<file path="src/hdl/pre_pkg.sv">
// Package for the permutation reversal engine: sizes, config indices, opcodes, FSM states, port structs.
// No dependencies.
package pre_pkg;
    localparam int MaxLen = 255;
    localparam int AddrW = 8;
    localparam int ElemW = 9;

    localparam logic CFG_SIGNED = 1'b0;
    localparam logic CFG_LENGTH = 1'b1;

    typedef enum logic [2:0] {
        MODE_LOAD  = 3'd0,
        MODE_REV   = 3'd1,
        MODE_RDEL  = 3'd2,
        MODE_RDPOS = 3'd3,
        MODE_COUNT = 3'd4
    } mode_t;

    typedef enum logic [3:0] {
        ST_IDLE,
        ST_LOAD,
        ST_REV_RD,
        ST_REV_WAIT,
        ST_REV_WB,
        ST_REV_WE,
        ST_RD_WAIT,
        ST_CNT_RD,
        ST_CNT_ACC,
        ST_OUT
    } state_t;

    typedef struct packed {
        logic                    we;
        logic [AddrW-1:0]        waddr;
        logic signed [ElemW-1:0] wdata;
        logic [AddrW-1:0]        raddr;
    } elem_port_t;

    typedef struct packed {
        logic             we;
        logic [AddrW-1:0] waddr;
        logic [AddrW-1:0] wdata;
        logic [AddrW-1:0] raddr;
    } inv_port_t;
endpackage

</file>
<file path="src/hdl/pre_elem_mem.sv">
// Element store: one write port, one registered read port.
// Depends on pre_pkg.
module pre_elem_mem (
    input  logic                                   aclk,
    input  pre_pkg::elem_port_t                    port,
    output logic signed [pre_pkg::ElemW-1:0]       rdata
);
    logic signed [pre_pkg::ElemW-1:0] mem [pre_pkg::MaxLen];

    always_ff @(posedge aclk) begin
        if (port.we) begin
            mem[port.waddr] <= port.wdata;
        end
        rdata <= mem[port.raddr];
    end
endmodule

</file>
<file path="config.mk">
export PLATFORM = sky130hd
export DESIGN_NAME = pre_elem_mem
export DESIGN_NICKNAME = d
export VERILOG_FILES = /design/src/hdl/pre_pkg.sv /design/src/hdl/pre_elem_mem.sv
export SDC_FILE = /design/constraint.sdc
export NUM_CORES = 2
export LEC_CHECK = 0
export BUFFER_PORTS_ARGS = -buffer_cell sky130_fd_sc_hd__buf_4
export CORE_MARGIN = 4
export CORE_UTILIZATION = 45
export CTS_CLUSTER_SIZE = 8
export DETAILED_ROUTE_END_ITERATION = 10
export PLACE_DENSITY = 0.73
export SLEW_MARGIN = 20
export SYNTH_ARGS = -nofsm -noshare
export SYNTH_HDL_FRONTEND = slang
export SYNTH_SLANG_ARGS = --single-unit
</file>
<file path="constraint.sdc">
create_clock -name aclk -period 2.75 [get_ports aclk]
set_clock_uncertainty 0.05 [all_clocks]
set_input_delay 0.4125 -clock aclk [delete_from_list [all_inputs] [get_ports aclk]]
set_output_delay 0.4125 -clock aclk [all_outputs]
set_load 0.02 [all_outputs]
</file>
# Word level (Yosys, flattened, before mapping)
# Memory sizes are Yosys's and may differ from the RTL's. A register that Yosys moved wholly into a read port is not among the register bits.
# Index checks and enable logic that the tools add are counted.
# classes
mux	2
# op_table
cell	count
2-to-1 mux 1 bit	2
# word_totals
out_inout_bits	9
ramBits	2295
reg_bits	0
word_cells	3
memories	1
in_bits	27
# memory_table
memory	words	word_bits	read_ports	rd_ports_with_merged_regs	wr	line	rtl
mem	255	9	1	1	1	pre_elem_mem.sv:8	logic signed [pre_pkg::ElemW-1:0] mem [pre_pkg::MaxLen];

# Logic depth before layout (Yosys ltp)
# depth
depth_word	2
mapped_depth	13
depth_no_buf	7

# Least setup slack after synthesis
# Ideal clock, no wire load.
# synth_path
path_type	input to register
from	input port[2] (netlist name)
to	register rdata[1] (netlist name) (read register of mem)
t_required_ps	2562
arrival_ps	2420
setup_slack_ps	141
path_stages	7
n_path_buf	3
setup_time_ps	138
cell_sequence	buf_2 > buf_2 > clkbuf_1 > mux4_2 > mux4_2 > a2111oi_1 > o32ai_1
# synth_lines
element	line	rtl
start: declaration	pre_elem_mem.sv:5	input pre_pkg::elem_port_t port,
end: declaration	pre_elem_mem.sv:6	output logic signed [pre_pkg::ElemW-1:0] rdata

==> metrics.txt <==
Slew Limit Headroom 0.305; status finished, final reports clean; Worst R2R End rdata[3]$_DFF_P_; fraction of power spent switching nets 0.210; detailed-route via count 50.7k; max_cap viols 0; Antenna Nets Post-Route 0; vias per cell 6.34; syn avg cell area 20.6 µm²; FP Rows 163; Int Power 62.6 mW; Final Setup Violations 0; CTS tree done; Peak Freq 377 MHz; Final Core Density 0.547; total gr overflow 0; crit path max fanout 1; clock network fraction of design power 0.451; CP dominant cell by count mux4_2; Post-Synth Adder-Cell Area 0; Synth area leader edfxtp_1; Chip Width 454 µm; first-pass GRT wire length 373000 µm; antenna violations before repair 11; Final Total Pwr 79.2 mW; final slew viol count 0; full die area 207000 µm²; layout cells sized above 1 0.329; Yosys top cell area share 0.768; Worst Hold Path EP mem[118][6]$_DFFE_PP_; Synth async-reset ratio 0; Syn. warnings 0; average routed wire per standard cell 32.4 µm; final wirelength 260000 µm; number of global-route vias before repair 51.0k; core area 198000 µm²; final hold vios 0; Hold Startpoint port[22]; Iter 0 DRT Violations 8759; VDD IR max 700 µV; initial core utilization 0.453; clock-pin slew on the worst setup and hold paths 0.05 ns; Final #Nets 5351; Synth Area in Compound Gates 0.0306; final instance count without filler cells 8002; RSZ-0062 raised after global routing no; Cells after Synth 4357; largest net degree at the start of global routing 103; critical setup path kind reg -> reg; H-tree Lvls 5; clk sinks 2304; Synth area leaders edfxtp_1, mux4_2, mux2i_1; Worst Hold Class in -> reg; total negative slack 0 ns; main combinational cell family by area after synthesis multiplexers; placed cell count 7620; crit-path max cell delay 0.55 ns; sequential power share 0.491; delay-heaviest family, CP multiplexers; die extent in y 454 µm; Pre-antenna DRT Iters 6; R2R Setup Slk 0.1 ns; startpoint types flip-flop; Sw Pwr 16.6 mW; synth-to-layout area growth 20.6%; CTS root buf clkbuf_16; WP buf/inv 1; FF-to-FF path depth 6; Tmin final 2.65 ns; Seq/Total Area, Yosys 0.770; later-pin clock latency in the skew report 0.97 ns; critical path, cell by cell mux4_2, mux4_2, a2111oi_0, buf_4, a211o_1, o41ai_1; Placer Congestion 0.953; worst r2r src mem[155][3]$_DFFE_PP_; number of I/O pins 36; count leader, synth edfxtp_1; fraction of synthesized area in multiplexers 0.151; critical path arrival 3.40 ns; clock buffers created by TritonCTS 339; CTS max path bufs 4; Min Hold Slack 0.0486 ns; Setup crit end kind flip-flop; Leak 36.0 nW; Post-Syn Nets 4384; crit share post-route 0.965; Synth cell types 64; CP max-delay cell a2111oi_0; pwr/cell area 732 nW/µm²; Commonest cells post-synth edfxtp_1, mux4_2, nor2_1, mux2i_1, nand2_1; gr usage total 0.252; mapped cell area 89700 µm²; combinational cell fraction of total power 0.058; Post-synth EDFFs 2295; post-synthesis simple-gate area fraction 0.0306; DP Wirelength 167000 µm; slew at the pin closest to its max-slew limit 1.04 ns; Yosys reg bits 2304; hold-critical path depth 3; Crit path required time 3.50 ns; main flop type after synthesis edfxtp_1; Residual DRC 0; post-synthesis xor/xnor area fraction 0; I/O Buffers 35
## registers in the layout (all words and copies together), names as in the netlist
name	cells
rdata	9
mem	2295
## repair_timing
item                                    in CTS  in global routing
resized for setup                            0                  4
endpoints found under the setup margin       0                  4
endpoints found under the hold margin       44                  0
hold buffers                                 3                  0
setup buffers                                0                  0
## cell families after synthesis
family                 count (synthesis)
AO/OA/AOI/OAI                        398
multiplexers                         745
flip-flops                          2304
buffers and inverters                272
AND/OR/NAND/NOR                      638
## stage by stage
step / instance area [µm²] / setup WS (ns)
after floorplan: 89700 / 0.141
after global placement: 99300 / -0.574
after detailed placement: 99300 / -0.596
after CTS: 108000 / 0.0592
after global routing: 108000 / 0.0605
final: 108000 / 0.0973
## worst max-delay path by stage
| stage | start | endpoint | slack (ns) | depth (start not counted) |
|---|---|---|---|---|
| detailed placement | port[0] | rdata[7]$_DFF_P_ | -0.60 | 11 |
| CTS | mem[215][2]$_DFFE_PP_ | rdata[2]$_DFF_P_ | 0.06 | 8 |
| floorplan | port[2] | rdata[1]$_DFF_P_ | 0.14 | 7 |
| finish | mem[155][3]$_DFFE_PP_ | rdata[3]$_DFF_P_ | 0.1 | 6 |
| global route | mem[216][8]$_DFFE_PP_ | rdata[8]$_DFF_P_ | 0.06 | 7 |
| global placement | port[0] | rdata[2]$_DFF_P_ | -0.57 | 11 |
## layout by cell type (no fill, tap or decap), types with 12 or more instances in the layout
master     count
clkbuf_1      17
a22oi_1       20
nor3_1        24
mux4_2       485
nand2_1      166
buf_12        87
nand4_1       14
nor2b_1       16
mux2_2        24
o221ai_1      64
and3_1        17
mux2i_1      236
a21oi_1       81
a211oi_1      25
a31oi_1       19
o21ai_0       36
o22ai_1       80
nor2_1       307
nand3_1       48
edfxtp_1    2295
clkbuf_16    345
and2_1        12
buf_4        790
## worst register-to-register path, stage by stage, from the launching register on
cell and delay (ns):
edfxtp_1 0.37, mux4_2 0.48, mux4_2 0.54, a2111oi_0 0.55, buf_4 0.19, a211o_1 0.26, o41ai_1 0.12
## layout make-up
cell class	instances	area [µm²]
clock buffers	362	8700
repair buffers	893	7880
clock inverters	9	101
fillers	14500	89600
flip-flops and latches	2304	69100
inverters	5	26.3
multi-input cells	1781	19100
diodes	8	20.0
well taps	2640	3300
## power by group through the flow
stage | clock network [mW] | logic (mW) | registers [mW]
finish | 35.7 | 4.55 | 38.9
global route | 37.6 | 4.70 | 38.8
CTS | 36.0 | 4.46 | 38.9
detailed placement | 0 | 4.42 | 39.5
global placement | 0 | 4.34 | 39.5
floorplan | 0 | 1.95 | 39.5
## layer usage
metal  wire length [µm]  part of all wire  GRT usage  vias up
met1              92200              0.35      0.338    26200
met2             118000              0.46      0.377     3901
li1                   -                 -          -    19900
met5                 47           0.00018          0        -
met3              34200              0.13     0.0736      756
met4              15000             0.058      0.127        6
Note: power is estimated with default switching activity, not from simulation.
