<file path="src/hdl/pre_pkg.sv">
// Package for the permutation reversal engine: sizes, config indices, opcodes, FSM states, port structs.
// No dependencies.
package pre_pkg;
    localparam int MaxLen = 255;
    localparam int AddrW = 8;
    localparam int ElemW = 9;

    localparam logic CFG_SIGNED = 1'b0;
    localparam logic CFG_LENGTH = 1'b1;

    typedef enum logic [2:0] {
        MODE_LOAD  = 3'd0,
        MODE_REV   = 3'd1,
        MODE_RDEL  = 3'd2,
        MODE_RDPOS = 3'd3,
        MODE_COUNT = 3'd4
    } mode_t;

    typedef enum logic [3:0] {
        ST_IDLE,
        ST_LOAD,
        ST_REV_RD,
        ST_REV_WAIT,
        ST_REV_WB,
        ST_REV_WE,
        ST_RD_WAIT,
        ST_CNT_RD,
        ST_CNT_ACC,
        ST_OUT
    } state_t;

    typedef struct packed {
        logic                    we;
        logic [AddrW-1:0]        waddr;
        logic signed [ElemW-1:0] wdata;
        logic [AddrW-1:0]        raddr;
    } elem_port_t;

    typedef struct packed {
        logic             we;
        logic [AddrW-1:0] waddr;
        logic [AddrW-1:0] wdata;
        logic [AddrW-1:0] raddr;
    } inv_port_t;
endpackage

</file>
<file path="src/hdl/pre_inv_mem.sv">
// Inverse store: position of each absolute value, registered read.
// Depends on pre_pkg.
module pre_inv_mem (
    input  logic                          aclk,
    input  pre_pkg::inv_port_t            port,
    output logic [pre_pkg::AddrW-1:0]     rdata
);
    logic [pre_pkg::AddrW-1:0] mem [pre_pkg::MaxLen];

    always_ff @(posedge aclk) begin
        if (port.we) begin
            mem[port.waddr] <= port.wdata;
        end
        rdata <= mem[port.raddr];
    end
endmodule

</file>
<file path="config.mk">
export PLATFORM = sky130hd
export DESIGN_NAME = pre_inv_mem
export DESIGN_NICKNAME = d
export VERILOG_FILES = /design/src/hdl/pre_pkg.sv /design/src/hdl/pre_inv_mem.sv
export SDC_FILE = /design/constraint.sdc
export NUM_CORES = 2
export LEC_CHECK = 0
export BUFFER_PORTS_ARGS = -buffer_cell sky130_fd_sc_hd__buf_4
export CELL_PAD_IN_SITES_DETAIL_PLACEMENT = 0
export CELL_PAD_IN_SITES_GLOBAL_PLACEMENT = 1
export CORE_MARGIN = 2
export CORE_UTILIZATION = 51
export DETAILED_ROUTE_END_ITERATION = 12
export PLACE_DENSITY = 0.74
export SYNTH_ARGS = -nofsm -noshare
export SYNTH_HDL_FRONTEND = slang
export SYNTH_SLANG_ARGS = --single-unit
</file>
<file path="constraint.sdc">
create_clock -name aclk -period 2.18 [get_ports aclk]
set_input_delay 0.218 -clock aclk [delete_from_list [all_inputs] [get_ports aclk]]
set_output_delay 0.218 -clock aclk [all_outputs]
set_load 0.02 [all_outputs]
</file>
==> Yosys cells after proc, flatten, opt, wreduce, memory -nomap -nowiden <==
Memory sizes are Yosys's and may differ from the RTL's. A register that Yosys moved wholly into a read port is not among the register bits.
Cells that the tools add are included.
{ "word_totals": {"register_bits": 0, "latchBits": 0, "ramBits": 2040, "rom_bits": 0, "in_bits": 26, "output_inout_bits": 8, "wordCells": 3, "n_memories": 1} }
{ "memory_table": {"columns": ["memory", "words", "width", "read_ports", "rd_clocked_by_memory_dff", "write_ports", "line_no", "text"], "rows": [
  ["mem", 255, 8, 1, 1, 1, "pre_inv_mem.sv:8", "logic [pre_pkg::AddrW-1:0] mem [pre_pkg::MaxLen];"]
]} }
{ "classes": {"add_sub_neg": 0, "n_mul": 0, "div": 0, "n_lt_le_gt_ge": 0, "n_eq_ne": 0, "n_shift": 0, "n_mux": 2, "bitwise_logic": 0, "reduce_logical": 0} }
{ "op_table": {"columns": ["cell", "count"], "rows": [
  ["1-bit 2-to-1 mux", 2]
]} }

==> Logic depth before layout (Yosys ltp) <==
{ "depth": {"depth_word": 2, "mapped_depth": 14, "depth_no_buf": 7} }

==> Worst setup path before layout <==
Ideal clock, no wire load.
{ "synth_path": {"path_type": "input to register", "start": "input port[0] (netlist bit)", "end": "register rdata[2] (netlist bit), read port of mem", "setup_ns": 0.127, "arrival_ns": 2.167, "required_time_ns": 2.053, "slack_ns": -0.114, "cell_stages": 10, "path_buffers": 4, "cell_sequence": "buf_6 -> buf_12 -> buf_12 -> buf_6 -> mux4_1 -> mux4_2 -> a22oi_1 -> nand2_1 -> nor3_2 -> o32ai_1"} }
{ "synth_lines": {"columns": ["element", "line_no", "text"], "rows": [
  ["start: declaration", "pre_inv_mem.sv:5", "input pre_pkg::inv_port_t port,"],
  ["end: declaration", "pre_inv_mem.sv:6", "output logic [pre_pkg::AddrW-1:0] rdata"]
]} }

==> impl_results.md <==
- Status: complete, but fails checks
- Failing checks: setup timing
- Layout cell share with drive strength beyond 1: 32.19%
- Tcrit/Tclk final: 100.3%
- Num rows: 145
- Via/cell ratio: 6.285
- PnR worst setup slack: -0.006264 ns
- Hold Slack: 0.06044 ns
- Via count: 43678
- Crit path max fanout: 1
- DR pass1 iterations: 6
- Final min period: 2.186 ns
- Post-synth EDFFs: 2040
- Critical Path AT: 2.97 ns
- Starting density of the core: 51.47%
- Seq/Total Area, Yosys: 76.31%
- GRT Util Overall: 27.49%
- Synthesized area: 80490 sq um
- Syn nets: 3936
- Syn. warnings: 0
- Routed Antenna Nets: 0
- Share of the synthesized area in the top cell type: 76.11%
- Most common cell in the netlist: edfxtp_1
- Largest cells by area after synthesis: edfxtp_1 (76%), mux4_2 (11%), mux2i_1 (2.4%), mux4_1 (2.0%), nor2_1 (1.4%)
- Slowest stage delay, CP: 0.65 ns
- Slew at the pin closest to its max-slew limit: 0.8250 ns
- Fin area: 95400 sq um
- Detailed Route WL: 219900 um
- Die area: 161000 sq um
- RSZ-0062 raised after global routing: yes
- CTS tree: done
- Syn-to-layout area delta: 18.53%
- Fill cells: 10995
- Worst skew pair latency: 0.86 ns
- Buffers and inverters on the worst path: 1
- Max_cap viols: 0
- Number of nets in the layout: 4753
- Synth cell count leaders: edfxtp_1 (2040), mux4_2 (382), nor2_1 (305)
- Slowest CP cell: nor3_1
- Port Buf Inserts: 33
- Core box area: 156400 sq um
- Gate Count Post-Synth: 3910
- Top cell family by delay on the critical path: simple AND/OR/NAND/NOR gates
- Clock transition at path regs: 0.07 ns
- DRC: 0
- Critical setup path kind: reg2reg
- Hold Crit Class: in2reg
- Primary FF master, synth: edfxtp_1
- CP endpoint kind: register
- Maximum VDD drop: 0.7113 mV
- Clock Tree Buf Depth: 3
- CTS Root Cell: clkbuf_16
- GR Overflow Total: 0
- Final setup violation count: 2
- Final Hold Vio Count: 0
- Global-route wire length before repair: 315200 um
- Clk sink count: 2048
- Synthesized area per cell: 20.58 sq um
- Postcts setup bufs: 0
- HPWL Detailed: 145900 um
- Clock Skews: 0.04380 ns
- Vias in the first global route: 43603
- Routed length per instance: 31.64 um
- DP Area: 88860 sq um
- FF+latch count, synth: 2048
- Synth area leader: edfxtp_1
- Worst setup SP type: register
- GP Congestion: 0.8920
- Synth unique cells: 67
- Fmax achieved: 457.4 MHz
- FFs w/ async S/R, synth: 0%
- DR iter-0 viols: 5901
- # H-tree levels: 4
- Worst rel slew slack: 44.63%
- Crit-path cells: mux4_2 -> and2_1 -> a211oi_1 -> buf_4 -> nor3_1 -> o211ai_1 -> o2bb2ai_1
- Largest net degree at the start of global routing: 88
- Power Density: 858.7 nW/um^2
- CTS buffer count: 202
- Max Slew Vio Count: 0
- CP required: 2.96 ns
- IO Pins: 34
- Chip width: 401.3 um
- Die Ht: 401.3 um
- Antenna violations before repair: 12
- Pleak: 31.83 nW
area by class of cell:
class / instances / area, sq um / area share (%)
clock buffers: 237 / 5207 / 5.459
repair buffers: 856 / 7662 / 8.032
flip-flops and latches: 2048 / 61420 / 64.38
clock inverters: 129 / 1089 / 1.141
well taps: 2058 / 2575 / 2.699
inverters: 6 / 27.53 / 0.02885
multi-input cells: 1613 / 17410 / 18.25
diodes: 3 / 7.507 / 0.007869
worst reg2reg max path: stages, from the launching register on:
cell	delay [ns]
edfxtp_1	0.33
mux4_2	0.22
and2_1	0.14
a211oi_1	0.05
buf_4	0.15
nor3_1	0.65
o211ai_1	0.35
o2bb2ai_1	0.24
logic make-up (layout without fill, tap and decap cells):
group / count (synthesis) / after routing / share of synthesized area [%]
flip-flops: 2048 / 2048 / 76.31
multiplexers: 641 / 641 / 15.14
buffers and inverters: 249 / 1228 / 2.242
other: 0 / 3 / 0
AO/OA/AOI/OAI: 341 / 341 / 2.951
AND/OR/NAND/NOR: 631 / 631 / 3.363
metal layers:
metal,global-route usage [%],share of wire [%],vias up
li1,-,-,17873
met1,39.25,39,22987
met2,42.75,47,2398
met3,5.541,10,410
met4,9.381,3.5,10
met5,0,0.030,-
registers in the layout, summed over array words and instances, names as in the netlist:
register  count
rdata         8
mem        2040
cell usage in the layout, fill, tap and decap left out, types with 42 or more instances in the layout:
master	Yosys	routed
clkinv_2	0	42
buf_12	4	91
edfxtp_1	2040	2040
nor2_1	305	303
o221ai_1	60	60
nand2_1	161	159
clkbuf_16	0	203
mux4_2	382	396
buf_4	17	744
mux2i_1	191	191
clkinv_1	2	53
nand3_1	52	52
a21oi_1	68	65
o22ai_1	57	56
mux4_1	60	46
final timing paths:
| kind | end | slack [ns] | cells after the start | start |
|---|---|---|---|---|
| setup / recovery | rdata[5]$_DFF_P_ | -0.006 | 7 | mem[59][5]$_DFFE_PP_ |
| hold / removal | mem[62][6]$_DFFE_PP_ | 0.06 | 1 | port[14] |
| setup reg to reg | rdata[5]$_DFF_P_ | -0.006 | 7 | mem[59][5]$_DFFE_PP_ |
| hold reg to reg | rdata[5]$_DFF_P_ | 1.07 | 6 | mem[219][5]$_DFFE_PP_ |
metrics by stage:
step,setup TNS [ns],utilization (%),worst slack (ns),instances,total power [mW]
CTS,-0.01976,60.93,-0.01705,6946,82.21
global route,-0.07455,61.00,-0.03377,6947,84.01
floorplan,-0.2051,-,-0.05574,3910,46.57
finish,-0.008497,61.00,-0.006264,6950,81.92
global placement,-5.871,56.82,-0.9849,6573,49.28
detailed placement,-5.862,56.82,-0.9809,6573,49.34
timing repair:
item,in CTS,in global routing
gates resized for setup,26,25
endpoints found under the hold margin,185,7
endpoints found under the setup margin,5,7
pin swaps,4,8
hold buffers,9,1
report_power, final:
part	internal (mW)	leakage, nW	total (mW)	switching, mW
clock network	18.4	3.08	33.3	14.9
logic	2.07	10.4	5.14	3.07
registers	43.4	18.4	43.5	0.0894
total	63.9	31.8	81.9	18.0
Power figures use the tool's default switching activity.
